$ cat src/rtl/pass_pkg.sv
// ----------------------------------------------------------------------------
// pass_pkg
// Types and constants shared by the pilot arc start sequencer files.
// ----------------------------------------------------------------------------
package pass_pkg;

  localparam int CNT_W   = 32;
  localparam int DELAY_W = 16;
  localparam int PWM_W   = 16;
  localparam int HIST_W  = 8;
  localparam int CFG_W   = 16;

  localparam logic [HIST_W-1:0] START_MASK = 8'h3f;
  localparam logic [HIST_W-1:0] STOP_MASK  = 8'h0f;

  localparam logic [DELAY_W-1:0] RST_PILOT_ON     = 16'd200;
  localparam logic [DELAY_W-1:0] RST_PILOT_OFF    = 16'd100;
  localparam logic [PWM_W-1:0]   RST_PWM_OFFSET   = 16'd57935;
  localparam logic [DELAY_W-1:0] RST_STARTUP_WAIT = 16'd1000;
  localparam logic [DELAY_W-1:0] RST_IGNITE_TMO   = 16'd5000;
  localparam logic [DELAY_W-1:0] RST_SWITCHOVER   = 16'd100;
  localparam logic [DELAY_W-1:0] RST_PILOT_RUN    = 16'd5000;
  localparam logic [DELAY_W-1:0] RST_SWITCH_SMP   = 16'd10;

  typedef enum logic [2:0] {
    CFG_PILOT_ON     = 3'd0,
    CFG_PILOT_OFF    = 3'd1,
    CFG_PWM_OFFSET   = 3'd2,
    CFG_STARTUP_WAIT = 3'd3,
    CFG_IGNITE_TMO   = 3'd4,
    CFG_SWITCHOVER   = 3'd5,
    CFG_PILOT_RUN    = 3'd6,
    CFG_SWITCH_SMP   = 3'd7
  } cfg_idx_t;

  typedef enum logic [2:0] {
    PH_STARTUP    = 3'd0,
    PH_WAIT_START = 3'd1,
    PH_IGNITE     = 3'd2,
    PH_FAIL       = 3'd3,
    PH_SWITCHOVER = 3'd4,
    PH_RUNNING    = 3'd5,
    PH_RELEASE    = 3'd6
  } phase_t;

endpackage

$ cat src/rtl/pass_in_if.sv
// ----------------------------------------------------------------------------
// pass_in_if
// Tick channel: one beat per millisecond tick with the converter samples.
// ----------------------------------------------------------------------------
interface pass_in_if #(
  parameter int SAMPLE_WIDTH = 10
);
  logic                    valid;
  logic                    ready;
  logic                    samples_valid;
  logic [SAMPLE_WIDTH-1:0] pilot_sample;
  logic [SAMPLE_WIDTH-1:0] torch_sample;
  logic [SAMPLE_WIDTH-1:0] hall_sample;
  logic                    start_switch;

  modport source (
    output valid, samples_valid, pilot_sample, torch_sample, hall_sample, start_switch,
    input  ready
  );
  modport sink (
    input  valid, samples_valid, pilot_sample, torch_sample, hall_sample, start_switch,
    output ready
  );
endinterface

$ cat src/rtl/pass_out_if.sv
// ----------------------------------------------------------------------------
// pass_out_if
// Result channel: phase, arc enable, PWM compare and filtered levels.
// ----------------------------------------------------------------------------
interface pass_out_if #(
  parameter int SAMPLE_WIDTH = 10
);
  import pass_pkg::*;
  logic                    valid;
  logic                    ready;
  logic [2:0]              phase_code;
  logic                    arc_enable;
  logic [PWM_W-1:0]        pwm_compare;
  logic [SAMPLE_WIDTH-1:0] pilot_level;
  logic [SAMPLE_WIDTH-1:0] torch_level;
  logic [SAMPLE_WIDTH-1:0] hall_level;

  modport source (
    output valid, phase_code, arc_enable, pwm_compare, pilot_level, torch_level, hall_level,
    input  ready
  );
  modport sink (
    input  valid, phase_code, arc_enable, pwm_compare, pilot_level, torch_level, hall_level,
    output ready
  );
endinterface

$ cat src/rtl/pass_cfg_if.sv
// ----------------------------------------------------------------------------
// pass_cfg_if
// Configuration write channel: register index and write data.
// ----------------------------------------------------------------------------
interface pass_cfg_if;
  import pass_pkg::*;
  logic             valid;
  logic             ready;
  cfg_idx_t         index;
  logic [CFG_W-1:0] data;

  modport source (output valid, index, data, input ready);
  modport sink (input valid, index, data, output ready);
endinterface

$ cat src/rtl/pilot_arc_start_sequencer_core.sv
// ----------------------------------------------------------------------------
// pilot_arc_start_sequencer_core
// Per-tick sample filtering, phase sequencing and switch debounce.
// ----------------------------------------------------------------------------
// Latency: a result is registered and valid in the cycle after its tick beat is accepted.
// Throughput: one tick per cycle; the output register alone sets the rate,
//   a new tick is taken whenever the result register is empty or draining.
// Reset: synchronous, active low; phase returns to startup wait, counter,
//   filters and switch history clear, registers take their default values.
// Configuration writes are taken in every cycle.
module pilot_arc_start_sequencer_core
  import pass_pkg::*;
#(
  parameter int SAMPLE_WIDTH = 10
) (
  input  logic clk,
  input  logic rst_n,
  pass_in_if.sink    in_chan,
  pass_out_if.source out_chan,
  pass_cfg_if.sink   cfg_chan
);

  localparam int W = SAMPLE_WIDTH;

  logic [W-1:0]       pilot_on_r, pilot_off_r;
  logic [PWM_W-1:0]   pwm_offset_r;
  logic [DELAY_W-1:0] startup_wait_r, ignite_tmo_r, switchover_r, pilot_run_r, switch_smp_r;

  logic [CNT_W-1:0]  ms_counter_r, phase_deadline_r, sample_deadline_r;
  logic [CNT_W-1:0]  phase_deadline_nxt, sample_deadline_nxt;
  phase_t            phase_r, phase_nxt;
  logic [HIST_W-1:0] hist_r, hist_nxt;
  logic              arc_on_r, arc_on_nxt;
  logic [W-1:0]      pilot_f_r, torch_f_r, hall_f_r;
  logic [W-1:0]      pilot_f_nxt, torch_f_nxt, hall_f_nxt;

  logic              out_valid_r;
  logic [2:0]        out_phase_r;
  logic              out_arc_r;
  logic [PWM_W-1:0]  out_pwm_r, pwm_nxt;
  logic [W-1:0]      out_pilot_r, out_torch_r, out_hall_r;

  logic              in_fire;
  logic [CNT_W-1:0]  now;
  logic              sample_due, phase_due, do_check;
  logic [HIST_W-1:0] hist_shift;
  logic [W+2:0]      torch_x7;

  function automatic logic [W-1:0] filt_step(input logic [W-1:0] f, input logic [W-1:0] s);
    logic signed [W:0] d;
    logic signed [W:0] q;
    logic signed [W:0] sum;
    d   = $signed({1'b0, s}) - $signed({1'b0, f});
    q   = d >>> 4;
    sum = $signed({1'b0, f}) + q;
    return sum[W-1:0];
  endfunction

  function automatic logic [CNT_W-1:0] ext_delay(input logic [DELAY_W-1:0] v);
    return {{(CNT_W-DELAY_W){1'b0}}, v};
  endfunction

  assign in_chan.ready  = !out_valid_r || out_chan.ready;
  assign in_fire        = in_chan.valid && in_chan.ready;
  assign cfg_chan.ready = 1'b1;

  always_ff @(posedge clk) begin
    if (!rst_n) begin
      pilot_on_r     <= RST_PILOT_ON[W-1:0];
      pilot_off_r    <= RST_PILOT_OFF[W-1:0];
      pwm_offset_r   <= RST_PWM_OFFSET;
      startup_wait_r <= RST_STARTUP_WAIT;
      ignite_tmo_r   <= RST_IGNITE_TMO;
      switchover_r   <= RST_SWITCHOVER;
      pilot_run_r    <= RST_PILOT_RUN;
      switch_smp_r   <= RST_SWITCH_SMP;
    end else if (cfg_chan.valid) begin
      unique case (cfg_chan.index)
        CFG_PILOT_ON:     pilot_on_r     <= cfg_chan.data[W-1:0];
        CFG_PILOT_OFF:    pilot_off_r    <= cfg_chan.data[W-1:0];
        CFG_PWM_OFFSET:   pwm_offset_r   <= cfg_chan.data;
        CFG_STARTUP_WAIT: startup_wait_r <= cfg_chan.data;
        CFG_IGNITE_TMO:   ignite_tmo_r   <= cfg_chan.data;
        CFG_SWITCHOVER:   switchover_r   <= cfg_chan.data;
        CFG_PILOT_RUN:    pilot_run_r    <= cfg_chan.data;
        CFG_SWITCH_SMP:   switch_smp_r   <= cfg_chan.data;
      endcase
    end
  end

  always_comb begin
    pilot_f_nxt = pilot_f_r;
    torch_f_nxt = torch_f_r;
    hall_f_nxt  = hall_f_r;
    if (in_chan.samples_valid) begin
      pilot_f_nxt = filt_step(pilot_f_r, in_chan.pilot_sample);
      torch_f_nxt = filt_step(torch_f_r, in_chan.torch_sample);
      hall_f_nxt  = filt_step(hall_f_r, in_chan.hall_sample);
    end

    now        = ms_counter_r + 32'd1;
    sample_due = now > sample_deadline_r;
    phase_due  = now > phase_deadline_r;
    hist_shift = {hist_r[HIST_W-2:0], in_chan.start_switch};

    phase_nxt           = phase_r;
    arc_on_nxt          = arc_on_r;
    hist_nxt            = hist_r;
    phase_deadline_nxt  = phase_deadline_r;
    sample_deadline_nxt = sample_deadline_r;
    do_check            = 1'b1;

    unique case (phase_r)
      PH_STARTUP: begin
        do_check = phase_due;
      end
      PH_WAIT_START: begin
        do_check = 1'b0;
        if (sample_due) begin
          sample_deadline_nxt = now + ext_delay(switch_smp_r);
          hist_nxt            = hist_shift;
          if ((hist_shift & START_MASK) == START_MASK) begin
            arc_on_nxt         = 1'b1;
            phase_nxt          = PH_IGNITE;
            phase_deadline_nxt = now + ext_delay(ignite_tmo_r);
          end
        end
      end
      PH_IGNITE: begin
        if (phase_due) begin
          phase_nxt  = PH_FAIL;
          arc_on_nxt = 1'b0;
        end
        if (pilot_f_nxt > pilot_on_r) begin
          phase_nxt          = PH_SWITCHOVER;
          phase_deadline_nxt = now + ext_delay(switchover_r);
        end
      end
      PH_SWITCHOVER: begin
        if (phase_due) begin
          phase_nxt          = PH_RUNNING;
          phase_deadline_nxt = now + ext_delay(pilot_run_r);
        end
      end
      PH_RUNNING: begin
        if (phase_due || (pilot_f_nxt < pilot_off_r)) begin
          phase_nxt  = PH_RELEASE;
          arc_on_nxt = 1'b0;
        end
      end
      default: begin
        arc_on_nxt = 1'b0;
      end
    endcase

    if (do_check && sample_due) begin
      sample_deadline_nxt = now + ext_delay(switch_smp_r);
      hist_nxt            = hist_shift;
      if ((hist_shift & STOP_MASK) == '0) begin
        arc_on_nxt = 1'b0;
        phase_nxt  = PH_WAIT_START;
        hist_nxt   = '0;
      end
    end

    torch_x7 = {torch_f_nxt, 3'b000} - {3'b000, torch_f_nxt};
    pwm_nxt  = pwm_offset_r + {{(PWM_W-W-3){1'b0}}, torch_x7};
  end

  always_ff @(posedge clk) begin
    if (!rst_n) begin
      ms_counter_r      <= '0;
      phase_r           <= PH_STARTUP;
      phase_deadline_r  <= ext_delay(RST_STARTUP_WAIT);
      sample_deadline_r <= ext_delay(RST_SWITCH_SMP);
      hist_r            <= '0;
      arc_on_r          <= 1'b0;
      pilot_f_r         <= '0;
      torch_f_r         <= '0;
      hall_f_r          <= '0;
    end else if (in_fire) begin
      ms_counter_r      <= now;
      phase_r           <= phase_nxt;
      phase_deadline_r  <= phase_deadline_nxt;
      sample_deadline_r <= sample_deadline_nxt;
      hist_r            <= hist_nxt;
      arc_on_r          <= arc_on_nxt;
      pilot_f_r         <= pilot_f_nxt;
      torch_f_r         <= torch_f_nxt;
      hall_f_r          <= hall_f_nxt;
    end
  end

  always_ff @(posedge clk) begin
    if (!rst_n) begin
      out_valid_r <= 1'b0;
    end else if (in_fire) begin
      out_valid_r <= 1'b1;
    end else if (out_chan.ready) begin
      out_valid_r <= 1'b0;
    end
  end

  always_ff @(posedge clk) begin
    if (in_fire) begin
      out_phase_r <= phase_nxt;
      out_arc_r   <= arc_on_nxt;
      out_pwm_r   <= pwm_nxt;
      out_pilot_r <= pilot_f_nxt;
      out_torch_r <= torch_f_nxt;
      out_hall_r  <= hall_f_nxt;
    end
  end

  assign out_chan.valid       = out_valid_r;
  assign out_chan.phase_code  = out_phase_r;
  assign out_chan.arc_enable  = out_arc_r;
  assign out_chan.pwm_compare = out_pwm_r;
  assign out_chan.pilot_level = out_pilot_r;
  assign out_chan.torch_level = out_torch_r;
  assign out_chan.hall_level  = out_hall_r;

  a_arc_phase: assert property (@(posedge clk) disable iff (!rst_n)
    arc_on_r |-> (phase_r == PH_IGNITE || phase_r == PH_SWITCHOVER || phase_r == PH_RUNNING))
    else $error("arc on outside ignite, switchover or running");

  a_tick_count: assert property (@(posedge clk) disable iff (!rst_n)
    in_fire |=> ms_counter_r == $past(ms_counter_r) + 32'd1)
    else $error("tick counter did not advance on accepted beat");

  a_phase_hold: assert property (@(posedge clk) disable iff (!rst_n)
    !in_fire |=> $stable(phase_r) && $stable(hist_r))
    else $error("sequencer state moved without a tick");

  a_result_load: assert property (@(posedge clk) disable iff (!rst_n)
    in_fire |=> out_valid_r && out_phase_r == phase_r && out_arc_r == arc_on_r)
    else $error("result register does not match sequencer state");

endmodule

$ cat src/flat_wrapper.sv
// flat-port wrapper written by rule: the top's interface ports become plain ports
module pilot_arc_start_sequencer_core_flat import pass_pkg::*;
#(
  parameter int SAMPLE_WIDTH = 10
)
  (clk, rst_n, in_chan_valid, in_chan_samples_valid, in_chan_pilot_sample, in_chan_torch_sample, in_chan_hall_sample, in_chan_start_switch, in_chan_ready, out_chan_valid, out_chan_phase_code, out_chan_arc_enable, out_chan_pwm_compare, out_chan_pilot_level, out_chan_torch_level, out_chan_hall_level, out_chan_ready, cfg_chan_valid, cfg_chan_index, cfg_chan_data, cfg_chan_ready);
  pass_in_if #(.SAMPLE_WIDTH(SAMPLE_WIDTH)) in_chan_i ();
  pass_out_if #(.SAMPLE_WIDTH(SAMPLE_WIDTH)) out_chan_i ();
  pass_cfg_if cfg_chan_i ();
  input  logic clk;
  input  logic rst_n;
  input wire logic [$bits(in_chan_i.valid)-1:0] in_chan_valid;
  input wire logic [$bits(in_chan_i.samples_valid)-1:0] in_chan_samples_valid;
  input wire logic [$bits(in_chan_i.pilot_sample)-1:0] in_chan_pilot_sample;
  input wire logic [$bits(in_chan_i.torch_sample)-1:0] in_chan_torch_sample;
  input wire logic [$bits(in_chan_i.hall_sample)-1:0] in_chan_hall_sample;
  input wire logic [$bits(in_chan_i.start_switch)-1:0] in_chan_start_switch;
  output wire logic [$bits(in_chan_i.ready)-1:0] in_chan_ready;
  output wire logic [$bits(out_chan_i.valid)-1:0] out_chan_valid;
  output wire logic [$bits(out_chan_i.phase_code)-1:0] out_chan_phase_code;
  output wire logic [$bits(out_chan_i.arc_enable)-1:0] out_chan_arc_enable;
  output wire logic [$bits(out_chan_i.pwm_compare)-1:0] out_chan_pwm_compare;
  output wire logic [$bits(out_chan_i.pilot_level)-1:0] out_chan_pilot_level;
  output wire logic [$bits(out_chan_i.torch_level)-1:0] out_chan_torch_level;
  output wire logic [$bits(out_chan_i.hall_level)-1:0] out_chan_hall_level;
  input wire logic [$bits(out_chan_i.ready)-1:0] out_chan_ready;
  input wire logic [$bits(cfg_chan_i.valid)-1:0] cfg_chan_valid;
  input wire logic [$bits(cfg_chan_i.index)-1:0] cfg_chan_index;
  input wire logic [$bits(cfg_chan_i.data)-1:0] cfg_chan_data;
  output wire logic [$bits(cfg_chan_i.ready)-1:0] cfg_chan_ready;
  assign in_chan_i.valid = in_chan_valid;
  assign in_chan_i.samples_valid = in_chan_samples_valid;
  assign in_chan_i.pilot_sample = in_chan_pilot_sample;
  assign in_chan_i.torch_sample = in_chan_torch_sample;
  assign in_chan_i.hall_sample = in_chan_hall_sample;
  assign in_chan_i.start_switch = in_chan_start_switch;
  assign in_chan_ready = in_chan_i.ready;
  assign out_chan_valid = out_chan_i.valid;
  assign out_chan_phase_code = out_chan_i.phase_code;
  assign out_chan_arc_enable = out_chan_i.arc_enable;
  assign out_chan_pwm_compare = out_chan_i.pwm_compare;
  assign out_chan_pilot_level = out_chan_i.pilot_level;
  assign out_chan_torch_level = out_chan_i.torch_level;
  assign out_chan_hall_level = out_chan_i.hall_level;
  assign out_chan_i.ready = out_chan_ready;
  assign cfg_chan_i.valid = cfg_chan_valid;
  assign cfg_chan_i.index = cfg_chan_index;
  assign cfg_chan_i.data = cfg_chan_data;
  assign cfg_chan_ready = cfg_chan_i.ready;
  pilot_arc_start_sequencer_core #(.SAMPLE_WIDTH(SAMPLE_WIDTH)) u_core (.clk(clk), .rst_n(rst_n), .in_chan(in_chan_i), .out_chan(out_chan_i), .cfg_chan(cfg_chan_i));
endmodule
$ cat config.mk
export PLATFORM = sky130hd
export DESIGN_NAME = pilot_arc_start_sequencer_core_flat
export DESIGN_NICKNAME = d
export VERILOG_FILES = /design/src/rtl/pass_pkg.sv /design/src/rtl/pass_in_if.sv /design/src/rtl/pass_out_if.sv /design/src/rtl/pass_cfg_if.sv /design/src/rtl/pilot_arc_start_sequencer_core.sv /design/src/flat_wrapper.sv
export SDC_FILE = /design/constraint.sdc
export NUM_CORES = 1
export LEC_CHECK = 0
export BUFFER_PORTS_ARGS = -buffer_cell sky130_fd_sc_hd__buf_2
export CAP_MARGIN = 40
export CORE_MARGIN = 4
export CORE_UTILIZATION = 40
export DETAILED_ROUTE_END_ITERATION = 16
export GPL_ROUTABILITY_DRIVEN = 0
export GPL_TIMING_DRIVEN = 1
export PLACE_DENSITY_LB_ADDON = 0.05
export REMOVE_ABC_BUFFERS = 1
export SYNTH_ARGS = -nofsm -noshare
export SYNTH_HDL_FRONTEND = slang
export SYNTH_SLANG_ARGS = --single-unit
$ cat constraint.sdc
create_clock -name clk -period 7.63 [get_ports clk]
set_input_delay 1.526 -clock clk [delete_from_list [all_inputs] [get_ports clk]]
set_output_delay 1.526 -clock clk [all_outputs]
set_load 0.005 [all_outputs]
### Word level (Yosys, flattened, before mapping)

Index checks and enable logic that the tools add are counted.

| word-level totals | value |
|---|---|
| flip-flop bits (word level) | 286 |
| logic and storage cells | 111 |
| output and inout port bits | 53 |

| operators by class | value |
|---|---|
| reductions and logical operators | 22 |
| multiplexer cells | 34 |
| equal/unequal tests | 15 |
| magnitude comparators | 4 |
| $add $sub $neg | 13 |

Operators by type and width:

| kind | count |
|---|---|
| $mux 32 | 7 |
| $add 32x16->32 | 4 |
| $pmux 32 s3 | 1 |
| $gt 32x32->1 | 2 |
| $sub 10x10->11 | 3 |
| $add 32x1->32 const B | 1 |
| $add 10x7->10 | 3 |
| $mux 10 | 3 |
| $mux 3 | 8 |
| $mux 5 | 4 |
| $eq 3x3->1 const B | 6 |
| $add 16x13->16 | 1 |
| $reduce_and 2->1 | 7 |
| $sub 13x10->13 | 1 |
| $pmux 3 s4 | 1 |
| $gt 10x10->1 | 1 |
| $lt 10x10->1 | 1 |
| $logic_not 8->1 | 1 |
| $mux 1 | 8 |
| $ne 2x1->1 const B | 4 |
| $eq 3x1->1 const B | 2 |
| $eq 3x2->1 const B | 2 |
| $eq 6x6->1 const B | 1 |
| $logic_not 3->1 | 2 |
| other kinds (10) | 14 |

### Longest topological paths before layout

Gate-level depths: netlist of the first run.

| logic depth | value |
|---|---|
| depth in word-level cells | 9 |
| mapped depth | 30 |
| mapped depth without buffers | 30 |

### Worst setup path after synthesis of the first run

OpenSTA, ideal clock, no wires.

| timing path | value |
|---|---|
| path kind | input -> register |
| start | input in_chan_torch_sample[2] |
| end | register u_core.out_pwm_r[15], in the netlist u_core.out_chan.pwm_compare[15] (data pin) |
| cell stages on the path | 26 |
| setup slack | 0.407 ns |
| setup time | 0.259 ns |
| required time | 7.371 ns |
| arrival time | 6.965 ns |
| cell sequence | ha_1 -> a21o_1 -> a31oi_1 -> o21ai_1 -> or4_1 -> and3_1 -> nor2_1 -> ha_1 -> a211oi_1 -> nor2_1 -> mux2i_1 -> ha_1 -> nand2_1 -> o21ai_0 -> maj3_1 -> maj3_1 -> a21oi_1 -> nor2_1 -> maj3_1 -> xnor2_1 -> ha_1 -> or3_1 -> o211a_1 -> o21a_1 -> o211ai_1 -> xnor2_1 |

| between the ends | value |
|---|---|
| longest elaborated chain between the ends | 5 |

RTL lines:

| item | RTL line | text |
|---|---|---|
| start: declaration | flat_wrapper.sv:15 | `input wire logic [$bits(in_chan_i.torch_sample)-1:0] in_chan_torch_sample;` |
| $sub 10x10->11 | pilot_arc_start_sequencer_core.sv:53 | `d = $signed({1'b0, s}) - $signed({1'b0, f});` |
| $add 10x7->10 | pilot_arc_start_sequencer_core.sv:55 | `sum = $signed({1'b0, f}) + q;` |
| $mux 10 | pilot_arc_start_sequencer_core.sv:95 | `if (in_chan.samples_valid) begin` |
| $sub 13x10->13 | pilot_arc_start_sequencer_core.sv:166 | `torch_x7 = {torch_f_nxt, 3'b000} - {3'b000, torch_f_nxt};` |
| $add 16x13->16 | pilot_arc_start_sequencer_core.sv:167 | `pwm_nxt = pwm_offset_r + {{(PWM_W-W-3){1'b0}}, torch_x7};` |
| net u_core.pwm_nxt[15] | pilot_arc_start_sequencer_core.sv:40 | `logic [PWM_W-1:0] out_pwm_r, pwm_nxt;` |
| end signal: assignment | pilot_arc_start_sequencer_core.sv:208 | `out_pwm_r <= pwm_nxt;` |
| end: declaration | pilot_arc_start_sequencer_core.sv:40 |  |

The timed path passes the listed nets, and every way through them passes these cells.
A chain may end at the register's enable or synchronous reset.

### Worst setup path in the final report of the first run

Same ends and word-level chain as after synthesis.

==> flow_metrics.tcl, run 1 <==
set metrics [dict create \
    fp.dieW_um 221.9 \
    ys_ff_latch 286 \
    ctsHoldBuffers 0 \
    cts_resized 0 \
    worstPathRequired_ns 7.92 \
    final-setup-viol-count 0 \
    ioPinCount 109 \
    cts_inserted_buffers 37 \
    worst_setup_path_start_kind "input port" \
    pre_cts_slack_ns -0.01383 \
    synth_edf_count 50 \
    post-route-util 0.4599 \
    grt_pass1_vias 14950 \
    h-tree-depth 2 \
    ir_drop_v 0.0002341 \
    clk_transition_reported_paths_ns 0.06 \
    cts_sinks 286 \
    ys_seq_area_frac 0.3403 \
    cp.arrival_ns 7.42 \
    start_util 0.4040 \
    dp_hpwl_um 37550 \
    power_leakage_nw 8.910 \
    place_inst 2906 \
    layoutNonFillerInstCount 2975 \
    slowest_stage "or4_1" \
    grt_pass1_wl_um 81970 \
    dr.pass1.iters 5 \
    nets 2596 \
    clock_path_buffers 3 \
    core-area_sq_um 45280 \
    postCtsSetupRepairBufs 0 \
    clk_latency_ns 0.55 \
    cts_root_buffer "clkbuf_16" \
    period_share 0.9350 \
    timing.hold.ws_ns 0.4535 \
    postSynthCellCount 2242 \
    power_mw 5.304 \
    hold_violations 0 \
    wirelength_um 51570 \
    cts_tree "yes" \
    grt_setup_unrepaired "no" \
    max_freq_mhz 140.2 \
    grt_max_degree 81 \
    rows 78 \
    setup-tns-final_ns 0 \
    netlist_area_sq_um 18300 \
    hp-class "reg -> reg" \
    outcome "finished clean" \
    synth.distinct_cells 77 \
    drtIter0Drc 944 \
    worst_pin_slew_ns 0.8700 \
    worst_slack_ns 0.4961 \
    drv_cap 0 \
    max_slew_margin 0.4184 \
    grt_overflow_total 0 \
    maxSlewViolCount 0 \
    synth-main-ff-cell "dfxtp_1" \
    cellPowerDensity_nw_per_um2 254.7 \
    dieArea_sq_um 49220 \
    numPortBuffers 107 \
    wire_per_inst_um 17.33 \
    path_class "in -> reg" \
    drive_gt1_frac 0.1041 \
    postRouteAntennaNets 0 \
    gr-usage-all-layers 0.2032 \
    synthArstFlopShare 0 \
    crit_path_max_fanout 5 \
    yosysWarningCount 0 \
    drc 0 \
    r2r_slack_ns 1.10 \
    area_delta_synth_final_pct 13.82 \
    antenna_found_initial 2 \
    avgSynthCellArea_sq_um 8.160 \
    final_cell_area_sq_um 20820 \
    placed_area_sq_um 19640 \
    via_per_inst 5.306 \
    endpoint_kind "register" \
    vias 15790 \
    die_h_um 221.9 \
    post-route-min-period_ns 7.134 \
    finClkSkew_ns 0.01989 \
    max_stage_delay_ns 0.47 \
]
==> cells in the mapped netlist (15+ instances only) <==
cell type / n / area share
a211oi_1: 25 / 0.010
a21o_1: 45 / 0.018
a21oi_1: 212 / 0.058
clkbuf_1: 79 / 0.016
dfxtp_1: 236 / 0.26
edfxtp_1: 50 / 0.082
ha_1: 189 / 0.13
inv_1: 164 / 0.034
mux2i_1: 33 / 0.018
nand2_1: 323 / 0.066
nand2b_1: 15 / 0.0051
nand3_1: 74 / 0.020
nand4_1: 25 / 0.0085
nor2_1: 200 / 0.041
nor2b_1: 15 / 0.0051
nor3_1: 31 / 0.0085
o211ai_1: 18 / 0.0074
o21ai_0: 74 / 0.020
o22a_1: 16 / 0.0077
o22ai_1: 43 / 0.015
or3_1: 16 / 0.0055
xnor2_1: 126 / 0.060
xor2_1: 47 / 0.023
==> layout by cell type, fill, tap and decap left out, drive strengths merged, types with 10 or more instances in the layout <==
master and instances:
a211oi 25, a21o 45, a21oi 212, a31oi 10, and3 11, buf 153, clkbuf 50, clkinv 11
dfxtp 236, edfxtp 50, ha 189, inv 169, mux2i 33, nand2 325, nand2b 15, nand3 75
nand4 25, nor2 200, nor2b 15, nor3 34, nor4 12, o211ai 18, o21a 13, o21ai 79
o21bai 12, o22a 16, o22ai 43, or2 11, or3 16, xnor2 126, xor2 48
==> registers in the layout, summed over array words and instances (netlist names), 16 cells and up <==
register / flops
u_core.ignite_tmo_r: 16
u_core.ms_counter_r: 32
u_core.switchover_r: 16
u_core.sample_deadline_r: 32
u_core.pilot_run_r: 16
u_core.out_chan.pwm_compare: 16
u_core.switch_smp_r: 16
u_core.phase_deadline_r: 32
u_core.pwm_offset_r: 16
==> critical path: cells and delay by family <==
family	cells	cell delay (ns)
buffers and inverters	1	0.10
AO/OA/AOI/OAI	9	1.56
AND/OR/NAND/NOR	5	1.20
multiplexers	1	0.22
XOR/XNOR	4	0.53
adder cells (fa/ha/maj)	7	2.30
==> routing by layer <==
| layer | GRT usage | routed length, um | vias to the layer above |
|---|---|---|---|
| met2 | 0.3131 | 22170 | 316 |
| met3 | 0.03482 | 2705 | 55 |
| met4 | 0.04702 | 903 | 2 |
| li1 | - | - | 8034 |
| met1 | 0.2983 | 25780 | 7379 |
| met5 | 0 | 10 | - |
==> where the power goes <==
| group | internal [mW] | switching, mW | total (mW) |
|---|---|---|---|
| sequential | 1.73 | 0.0538 | 1.78 |
| clock | 1.02 | 0.696 | 1.72 |
| combinational | 0.779 | 1.03 | 1.81 |
==> path summary, 6_finish.rpt <==
| path | endpoint | startpoint | cells after the start |
|---|---|---|---|
| max reg2reg | u_core.out_chan.pwm_compare[15]$_DFFE_PP_ | u_core.torch_f_r[2]$_SDFFE_PN0P_ | 27 |
| min reg2reg | u_core.switchover_r[7]$_SDFFE_PN0P_ | u_core.switchover_r[7]$_SDFFE_PN0P_ | 2 |
| min | u_core.switchover_r[7]$_SDFFE_PN0P_ | u_core.switchover_r[7]$_SDFFE_PN0P_ | 2 |
| max | u_core.out_chan.pwm_compare[15]$_DFFE_PP_ | in_chan_torch_sample[2] | 27 |
==> final cells by class <==
type	count	area (sq um)
clock inverter	17	146.4
tap	600	750.7
inverter	166	630.6
timing repair buffer	153	900.9
sequential	286	6226
clock buffer	50	1035
multi-input combinational	1701	11130
fill	4624	24460
antenna	2	5.005
==> kinds of logic after synthesis <==
| group | share of synthesized area |
|---|---|
| buffers and inverters | 0.05307 |
| xor gates and xnor gates | 0.08371 |
| adders and majority gates | 0.1386 |
| other | 0.0002050 |
| muxes | 0.01867 |
| AOI/OAI and AO/OA | 0.1775 |
| DFF | 0.3403 |
| and+or+nand+nor | 0.1880 |
Power figures use the tool's default switching activity.
==> run 2, diff against run 1 <==
--- a/config.mk
+++ b/config.mk
@@ -5,11 +5,11 @@
 export SDC_FILE = /design/constraint.sdc
 export NUM_CORES = 1
 export LEC_CHECK = 0
-export BUFFER_PORTS_ARGS = -buffer_cell sky130_fd_sc_hd__buf_2
 export CAP_MARGIN = 40
 export CORE_MARGIN = 4
 export CORE_UTILIZATION = 40
 export DETAILED_ROUTE_END_ITERATION = 16
+export DONT_BUFFER_PORTS = 1
 export GPL_ROUTABILITY_DRIVEN = 0
 export GPL_TIMING_DRIVEN = 1
 export PLACE_DENSITY_LB_ADDON = 0.05
==> flow_metrics.tcl, run 2 (same netlist as run 1, synthesis figures left out) <==
set metrics [dict create \
    rows 78 \
    area_delta_synth_final_pct 10.57 \
    timing.hold.ws_ns 0.4547 \
    drv_cap 0 \
    final-setup-viol-count 0 \
    numPortBuffers 0 \
    cellPowerDensity_nw_per_um2 257.9 \
    dr.pass1.iters 5 \
    post-route-util 0.4467 \
    final_cell_area_sq_um 20230 \
    p_sw_mw 1.756 \
    period_share 0.9135 \
    min-delay-start "u_core.phase_deadline_r[1]$_SDFFE_PN0P_" \
    largestRegisters "u_core.ms_counter_r (32), u_core.phase_deadline_r (32), u_core.sample_deadline_r (32)" \
    clk_latency_ns 0.57 \
    ioPinCount 109 \
    power_frac_comb 0.320 \
    grt_setup_unrepaired "no" \
    drc 0 \
    maxSlewViolCount 0 \
    drive_gt1_frac 0.05624 \
    cts_inserted_buffers 37 \
    clk_transition_reported_paths_ns 0.05 \
    via_per_inst 5.376 \
    grt_pass1_wl_um 82860 \
    hold_violations 0 \
    endpoint_kind "register" \
    dieArea_sq_um 49220 \
    r2r_slack_ns 1.13 \
    finClkSkew_ns 0.02988 \
    place_inst 2790 \
    hp-class "reg -> reg" \
    seqPwrFrac 0.347 \
    placed_area_sq_um 19040 \
    power_leakage_nw 8.439 \
    fp.dieW_um 221.9 \
    ctsHoldBuffers 0 \
    antenna_found_initial 1 \
    cts_resized 0 \
    wirelength_um 52410 \
    antenna_cells 0 \
    max_slew_margin 0.3889 \
    dp_hpwl_um 37420 \
    p_int_mw 3.461 \
    vias 15370 \
    worst_setup_path_start_kind "input port" \
    ir_drop_v 0.0001709 \
    crit_path_max_fanout 5 \
    min_to "u_core.phase_deadline_r[1]$_SDFFE_PN0P_" \
    switching_share 0.3366 \
    layoutNonFillerInstCount 2858 \
    postRouteAntennaNets 0 \
    h-tree-depth 2 \
    drtIter0Drc 876 \
    outcome "finished clean" \
    worst_slack_ns 0.6600 \
    max_freq_mhz 143.5 \
    clock_path_buffers 3 \
    postCtsSetupRepairBufs 0 \
    worstReg2RegStart "u_core.torch_f_r[2]$_SDFFE_PN0P_" \
    grt_overflow_total 0 \
    wire_per_inst_um 18.34 \
    r2r-end "u_core.out_chan.pwm_compare[15]$_DFFE_PP_" \
    fill_cells 4598 \
    die_h_um 221.9 \
    gr-usage-all-layers 0.2074 \
    holdPathStages 2 \
    layout_commonest_cell "nand2_1" \
    grt_max_degree 60 \
    start_util 0.4040 \
    r2r_cells 27 \
    pre_cts_slack_ns 0.1145 \
    pwr-share-clk 0.333 \
    cts_tree "yes" \
    cts_root_buffer "clkbuf_16" \
    worstPathRequired_ns 7.94 \
    cp.arrival_ns 7.28 \
    nets 2480 \
    grt_pass1_vias 14890 \
    path_class "in -> reg" \
    cts_sinks 286 \
    layout_common_cells "nand2_1 (323), dfxtp_1 (236), a21oi_1 (212), nor2_1 (200), ha_1 (189)" \
    core-area_sq_um 45280 \
    worst_pin_slew_ns 0.9141 \
    post-route-min-period_ns 6.970 \
]
[run 2: critical path: stages]
cell and delay [ns]:
ha_1 0.29, a21o_1 0.18, a31oi_1 0.19, o21ai_1 0.15, or4_1 0.46, and3_1 0.21, nor2_1 0.12, xnor2_1 0.14
ha_1 0.29, xnor2_1 0.15, mux2i_1 0.20, ha_1 0.31, a21oi_1 0.15, o21ai_0 0.16, maj3_1 0.39, maj3_1 0.43
a21oi_1 0.14, nor2_1 0.06, maj3_1 0.36, xnor2_1 0.14, ha_1 0.23, or3_1 0.33, o211a_1 0.21, o21a_1 0.17
o211ai_1 0.18, xnor2_1 0.08
[run 2: layer usage]
metal,track usage,routed length (um),vias up
met1,0.3021,25770,7205
li1,-,-,7799
met2,0.3206,22790,303
met5,0,13,-
met3,0.04276,3026,57
met4,0.04062,809,2
[run 2: how the worst max path moves through the flow]
stage / start / endpoint / depth (start not counted) / slack, ns
floorplan: in_chan_pilot_sample[1] / u_core.phase_deadline_r[3]$_SDFFE_PN1P_ / 25 / -1.79
global placement: in_chan_torch_sample[2] / u_core.out_chan.pwm_compare[15]$_DFFE_PP_ / 26 / 0.12
detailed placement: in_chan_torch_sample[2] / u_core.out_chan.pwm_compare[15]$_DFFE_PP_ / 26 / 0.11
CTS: in_chan_torch_sample[2] / u_core.out_chan.pwm_compare[15]$_DFFE_PP_ / 26 / 0.67
global route: in_chan_torch_sample[2] / u_core.out_chan.pwm_compare[15]$_DFFE_PP_ / 26 / 0.35
finish: in_chan_torch_sample[2] / u_core.out_chan.pwm_compare[15]$_DFFE_PP_ / 26 / 0.66
[run 2: power groups by stage]
stage,Sequential (mW),Clock (mW),Combinational [mW]
after global placement,1.85,0,1.63
final,1.81,1.74,1.67
after global routing,1.82,1.86,1.87
after CTS,1.81,1.80,1.67
after detailed placement,1.85,0,1.65
after floorplan,1.81,0,1.27
[run 2: layout make-up]
type | count | area, sq um | share of cell area
clock buffers | 55 | 1084 | 0.05357
clock inverters | 13 | 107.6 | 0.005319
inverters | 166 | 630.6 | 0.03117
multi-input cells | 1701 | 11130 | 0.5502
flip-flops and latches | 286 | 6226 | 0.3078
well taps | 600 | 750.7 | 0.03711
repair buffers | 37 | 300.3 | 0.01485
[run 2: metrics by stage]
step,total power [mW],TNS [ns]
2_1_floorplan,3.081,-60.09
3_3_place_gp,3.478,0
3_5_place_dp,3.500,0
4_1_cts,5.280,0
5_1_grt,5.549,0
6_report,5.217,0
